### config.mk
export PLATFORM = sky130hd
export DESIGN_NAME = mld_ctrl
export DESIGN_NICKNAME = d
export VERILOG_FILES = /design/src/sv/mld_pkg.sv /design/src/sv/mld_ctrl.sv
export SDC_FILE = /design/constraint.sdc
export NUM_CORES = 1
export LEC_CHECK = 0
export BUFFER_PORTS_ARGS = -buffer_cell sky130_fd_sc_hd__buf_2
export CAP_MARGIN = 10
export CORE_AREA = 2 2 39 41
export DETAILED_ROUTE_END_ITERATION = 10
export DIE_AREA = 0 0 41 43
export PLACE_DENSITY_LB_ADDON = 0.15
export SLEW_MARGIN = 15
export SYNTH_ARGS = -nofsm -noshare
export SYNTH_HDL_FRONTEND = slang
export SYNTH_SLANG_ARGS = --single-unit
### constraint.sdc
create_clock -name clk -period 3.25 [get_ports clk]
set_input_delay 0.325 -clock clk [delete_from_list [all_inputs] [get_ports clk]]
set_output_delay 0.325 -clock clk [all_outputs]
set_load 0.03 [all_outputs]
### src/sv/mld_pkg.sv
// shared types and constants for the mosaic line drawer
package mld_pkg;

	localparam int COLS = 40;
	localparam logic [7:0] SPACE_CODE = 8'h20;
	localparam logic [7:0] RECIP_3 = 8'd86;

	localparam logic [1:0] OP_LINE  = 2'd0;
	localparam logic [1:0] OP_PUT   = 2'd1;
	localparam logic [1:0] OP_READ  = 2'd2;
	localparam logic [1:0] OP_CLEAR = 2'd3;

	// store command from controller to datapath
	typedef struct packed {
		logic load;       // capture item and set up line
		logic step_rd;    // issue read of current pixel cell
		logic step_wr;    // write modified cell, advance line
		logic put_wr;     // write character
		logic get_rd;     // read byte
		logic clr_wr;     // write one byte of the clear sweep
		logic clr_start;  // zero the sweep address
	} mld_cmd_t;

	// status from datapath to controller
	typedef struct packed {
		logic line_done;  // the last pixel has been handled
		logic clr_done;   // sweep is at last address
		logic addr_bad;   // put or read address off screen
	} mld_sts_t;

	// odd parity in bit 7
	function automatic logic [7:0] with_parity(input logic [6:0] v);
		with_parity = {~(^v), v};
	endfunction

	// graphics colour codes
	function automatic logic [7:0] gfx_code(input logic [2:0] c);
		case (c)
			3'd0: gfx_code = 8'h10;
			3'd1: gfx_code = 8'h94;
			3'd2: gfx_code = 8'h91;
			3'd3: gfx_code = 8'h15;
			3'd4: gfx_code = 8'h92;
			3'd5: gfx_code = 8'h16;
			3'd6: gfx_code = 8'h13;
			default: gfx_code = 8'h97;
		endcase
	endfunction

	// mosaic bit for a sub row and x parity
	function automatic logic [6:0] cell_bit(input logic [1:0] sub, input logic xo);
		case ({sub, xo})
			3'b000: cell_bit = 7'd33;
			3'b001: cell_bit = 7'd34;
			3'b010: cell_bit = 7'd36;
			3'b011: cell_bit = 7'd40;
			3'b100: cell_bit = 7'd48;
			3'b101: cell_bit = 7'd96;
			default: cell_bit = 7'd0;
		endcase
	endfunction

endpackage

### src/sv/mld_ctrl.sv
// controller state machine for the mosaic line drawer
module mld_ctrl (
	input  logic clk,
	input  logic arst_n,
	input  logic in_fire,
	input  logic [1:0] op,
	input  logic out_busy,
	input  mld_pkg::mld_sts_t sts,
	output mld_pkg::mld_cmd_t cmd,
	output logic in_ready,
	output logic res_valid,
	output logic clearing
);
	import mld_pkg::*;

	localparam logic [3:0] S_RST_CLR = 4'd0;
	localparam logic [3:0] S_IDLE    = 4'd1;
	localparam logic [3:0] S_DISP    = 4'd2;
	localparam logic [3:0] S_LRD     = 4'd3;
	localparam logic [3:0] S_LWR     = 4'd4;
	localparam logic [3:0] S_GRD     = 4'd5;
	localparam logic [3:0] S_GWAIT   = 4'd6;
	localparam logic [3:0] S_CLR     = 4'd7;
	localparam logic [3:0] S_DONE    = 4'd8;

	logic [3:0] state_q, state_d;
	logic [1:0] op_q;

	// item operation latch
	always_ff @(posedge clk or negedge arst_n) begin
		if (!arst_n) begin
			op_q <= OP_LINE;
		end else if (in_fire) begin
			op_q <= op;
		end
	end

	// next state
	always_comb begin
		state_d = state_q;
		cmd = '0;
		res_valid = 1'b0;
		unique case (state_q)
			S_RST_CLR: begin
				cmd.clr_wr = 1'b1;
				if (sts.clr_done) state_d = S_IDLE;
			end
			S_IDLE: begin
				if (in_fire) begin
					cmd.load = 1'b1;
					cmd.clr_start = 1'b1;
					state_d = S_DISP;
				end
			end
			S_DISP: begin
				case (op_q)
					OP_LINE: state_d = S_LRD;
					OP_PUT: begin
						if (!sts.addr_bad) cmd.put_wr = 1'b1;
						state_d = S_DONE;
					end
					OP_READ: begin
						if (!sts.addr_bad) cmd.get_rd = 1'b1;
						state_d = S_GRD;
					end
					default: state_d = S_CLR;
				endcase
			end
			S_LRD: begin
				cmd.step_rd = 1'b1;
				state_d = S_LWR;
			end
			S_LWR: begin
				cmd.step_wr = 1'b1;
				state_d = sts.line_done ? S_DONE : S_LRD;
			end
			S_GRD: state_d = S_GWAIT;
			S_GWAIT: state_d = S_DONE;
			S_CLR: begin
				cmd.clr_wr = 1'b1;
				if (sts.clr_done) state_d = S_DONE;
			end
			S_DONE: begin
				if (!out_busy) begin
					res_valid = 1'b1;
					state_d = S_IDLE;
				end
			end
			default: state_d = S_IDLE;
		endcase
	end

	// state register
	always_ff @(posedge clk or negedge arst_n) begin
		if (!arst_n) begin
			state_q <= S_RST_CLR;
		end else begin
			state_q <= state_d;
		end
	end

	assign in_ready = (state_q == S_IDLE);
	assign clearing = (state_q == S_RST_CLR) || (state_q == S_CLR);
endmodule

==> flow_metrics.tcl <==
set metrics [dict create \
    grt.total_usage 0.154 \
    primary_flip_flop_cell_chosen_by_synthesis_mapping "sky130_fd_sc_hd__dfrtp_1" \
    seqPwrFrac 0.298 \
    synthArstFlopShare 1.00 \
    floorplan.core_area_sq_um 1380 \
    maxSlewHeadroom 0.708 \
    postCtsSetupBuffers 0 \
    logic_gate_share_of_total_power 0.586 \
    outcome "finished, final reports clean" \
    drt-vias-per-instance 5.07 \
    cts.htree.levels 1 \
    synth.net_count 73 \
    grt_max_degree 17 \
    drt_drc_violations_left 0 \
    drtIter0Drc 9 \
    ff2ff_setup_slack_ns 1.61 \
    first_pass_iters 4 \
    start_util 0.376 \
    vdd_drop_max_v 0.000401 \
    worst-r2r-cell-count 4 \
    postSynthRegisterBits 6 \
    die_area_sq_um 1760 \
    ratio_of_cells_with_drive_above_1_in_the_final_layout 0.329 \
    chipHeight_microns 43 \
    drv_cap 0 \
    max_slew.worst_pin.slew_ns 0.438 \
    setup.worst_path.end_class "output pin" \
    final_antenna_net_count 0 \
    synthCells 60 \
    tritoncts_num_sinks 6 \
    final_net_count 91 \
    critPathLaunchType "flop" \
    timing.hold.worst.class "in2reg" \
    finalCriticalPeriod_ns 2.05 \
    syn-cell-area_sq_um 520 \
    floorplan.rows 14 \
    totalNegativeSetupSlack_ns 0 \
    ys_seq_area_frac 0.288 \
    p_sw_frac 0.511 \
    instances_no_fill 92 \
    p_leak_nw 0.308 \
    ys.warnings.count 0 \
    synth_edf_count 0 \
    final_min_period_over_clock_period 0.630 \
    tritoncts.num_buffers 3 \
    finalInstanceArea_sq_um 631 \
    post-place-ws_ns 1.45 \
    powerDensity_nw_per_um2 886 \
    hold_end "op_q[0]" \
    fmax_mhz 488 \
    synthToLayoutAreaGrowth_pct 21.2 \
    antenna_found_initial 0 \
    io_buffers 18 \
    synth_top_cells_by_area "sky130_fd_sc_hd__dfrtp_1 (29%), sky130_fd_sc_hd__ha_1 (9.6%), sky130_fd_sc_hd__a21oi_1 (5.8%)" \
    synthDistinctLibCells 30 \
    rsz_0062_raised_after_global_routing "false" \
    cp_data_required_time_ns 2.92 \
    antenna_cells_inserted 0 \
    crit-reg2reg-capture "state_q[3]" \
    worstSkewPairLatency_ns 0.24 \
    worst_ep_arrival_time_ns 1.72 \
    clock_skew_ns 0.00236 \
    crit_fanout 16 \
    wirelength_mm 1.06 \
    cell_internal_pwr_uw 273 \
    power_share_of_the_clock_group 0.116 \
    clock_tree.buffer_depth 2 \
    grt.overflow.total 0 \
    holdCritStartpoint "op[0]" \
    placedInstanceArea_sq_um 598 \
    post_drt_wl_per_cell_microns 11.6 \
    timing.rr.start "state_q[1]" \
    report.final.hold_viol_count 0 \
    syn_avg_cell_area_sq_um 8.67 \
    netlist.area_leader.share 0.288 \
    fin_ws_ns 1.20 \
    tritoncts_clock_tree "built" \
    finalMaxSlewViolations 0 \
    criticalPathCategory "reg2out" \
    setup_viol 0 \
    p_switching_uw 285 \
    grt_pass1_vias 439 \
    post-synth-top-area-cell "sky130_fd_sc_hd__dfrtp_1" \
    worst_setup_hold_path_clk_slew_ns 0.04 \
    placedCellCount 88 \
    num_vias 466 \
    hold_path_depth 3 \
    dp_hpwl_microns 833 \
    chipWidth_microns 41 \
    root_buffer_cell "sky130_fd_sc_hd__clkbuf_4" \
    grt_first_pass_wirelength_mm 1.85 \
    gpl.final_weighted_congestion 0.718 \
    io_pins 19 \
]
[what timing repair did]
action,4_1_cts,5_1_grt
resized for setup,0,0
hold endpoints to repair,6,0
hold buffers,1,0
[critical path, cell delays in order, from the launching register on]
cell	delay (ns)
sky130_fd_sc_hd__dfrtp_1	0.52
sky130_fd_sc_hd__or2_2	0.37
sky130_fd_sc_hd__nor3b_1	0.26
sky130_fd_sc_hd__nor2b_1	0.15
sky130_fd_sc_hd__buf_2	0.20
[layout make-up]
cell class                      instances  area (sq um)
Clock buffer                            3          22.5
Tap cell                               16          20.0
Multi-Input combinational cell         44           323
Sequential cell                         6           150
Timing Repair Buffer                   19           100
Inverter                                4          15.0
Fill cell                             153           753
[placed cells by master (no fill, tap or decap), types with 2 or more instances in the layout]
cell	Yosys	routed
sky130_fd_sc_hd__clkbuf_4	0	3
sky130_fd_sc_hd__a21oi_1	6	6
sky130_fd_sc_hd__nor4b_1	3	3
sky130_fd_sc_hd__inv_1	4	4
sky130_fd_sc_hd__buf_2	2	18
sky130_fd_sc_hd__nand3_1	2	2
sky130_fd_sc_hd__o21ai_0	4	4
sky130_fd_sc_hd__nor2b_1	2	2
sky130_fd_sc_hd__ha_1	4	4
sky130_fd_sc_hd__nand2_1	4	4
sky130_fd_sc_hd__dfrtp_1	6	6
sky130_fd_sc_hd__a22o_1	2	2
[layer usage]
metal  up-vias  GRT usage  part of all wire
met4         0     0.0400                 0
met1       205      0.209              0.48
met5         -          0                 0
met3         0     0.0471             0.046
met2        15      0.231              0.47
li1        246          -                 -
[logic make-up (layout without fill, tap and decap cells)]
| logic type | Yosys count | count (layout) | synth area share |
|---|---|---|---|
| simple gates | 21 | 21 | 0.262 |
| compound gates | 18 | 18 | 0.243 |
| buf+inv | 10 | 26 | 0.0913 |
| mux | 1 | 1 | 0.0192 |
| flops | 6 | 6 | 0.288 |
| fa+ha+maj | 4 | 4 | 0.0962 |
[registers in the layout (all words and copies together) (netlist names)]
| signal | flops |
|---|---|
| state_q | 4 |
| op_q | 2 |
[synthesized netlist by cell type, drive strengths merged, types with 2 or more instances]
cell and instances:
nand3 2, inv 4, nor2b 2, a22o 2
a21oi 7, ha 4, buf 4, dfrtp 6
nor4b 3, o21ai 4, clkbuf 2, nand2 4
[worst max-delay path by stage]
stage	cells past startpoint	to	start	slack, ns
2_1_floorplan	4	cmd[6]	state_q[3]	0.63
3_3_place_gp	4	res_valid	state_q[2]	1.48
3_5_place_dp	4	res_valid	state_q[2]	1.45
4_1_cts	4	res_valid	state_q[2]	1.20
5_1_grt	4	cmd[0]	state_q[0]	1.05
6_report	4	res_valid	state_q[2]	1.20
[power by group through the flow]
stage / logic (mW) / clock network [mW] / registers [mW]
after global placement: 0.329 / 0 / 0.169
after floorplan: 0.323 / 0 / 0.118
after global routing: 0.360 / 0.0738 / 0.178
after CTS: 0.331 / 0.0681 / 0.168
final: 0.328 / 0.0649 / 0.166
after detailed placement: 0.329 / 0 / 0.168
[stage by stage]
stage                     hold slack, ns  utilization  power, mW
after floorplan                   0.0294            -      0.441
after global placement             0.152        0.432      0.497
after detailed placement           0.153        0.432      0.498
after CTS                          0.289        0.456      0.567
after global routing               0.315        0.456      0.612
final                              0.297        0.456      0.559
Note: power is estimated with default switching activity, not from simulation.
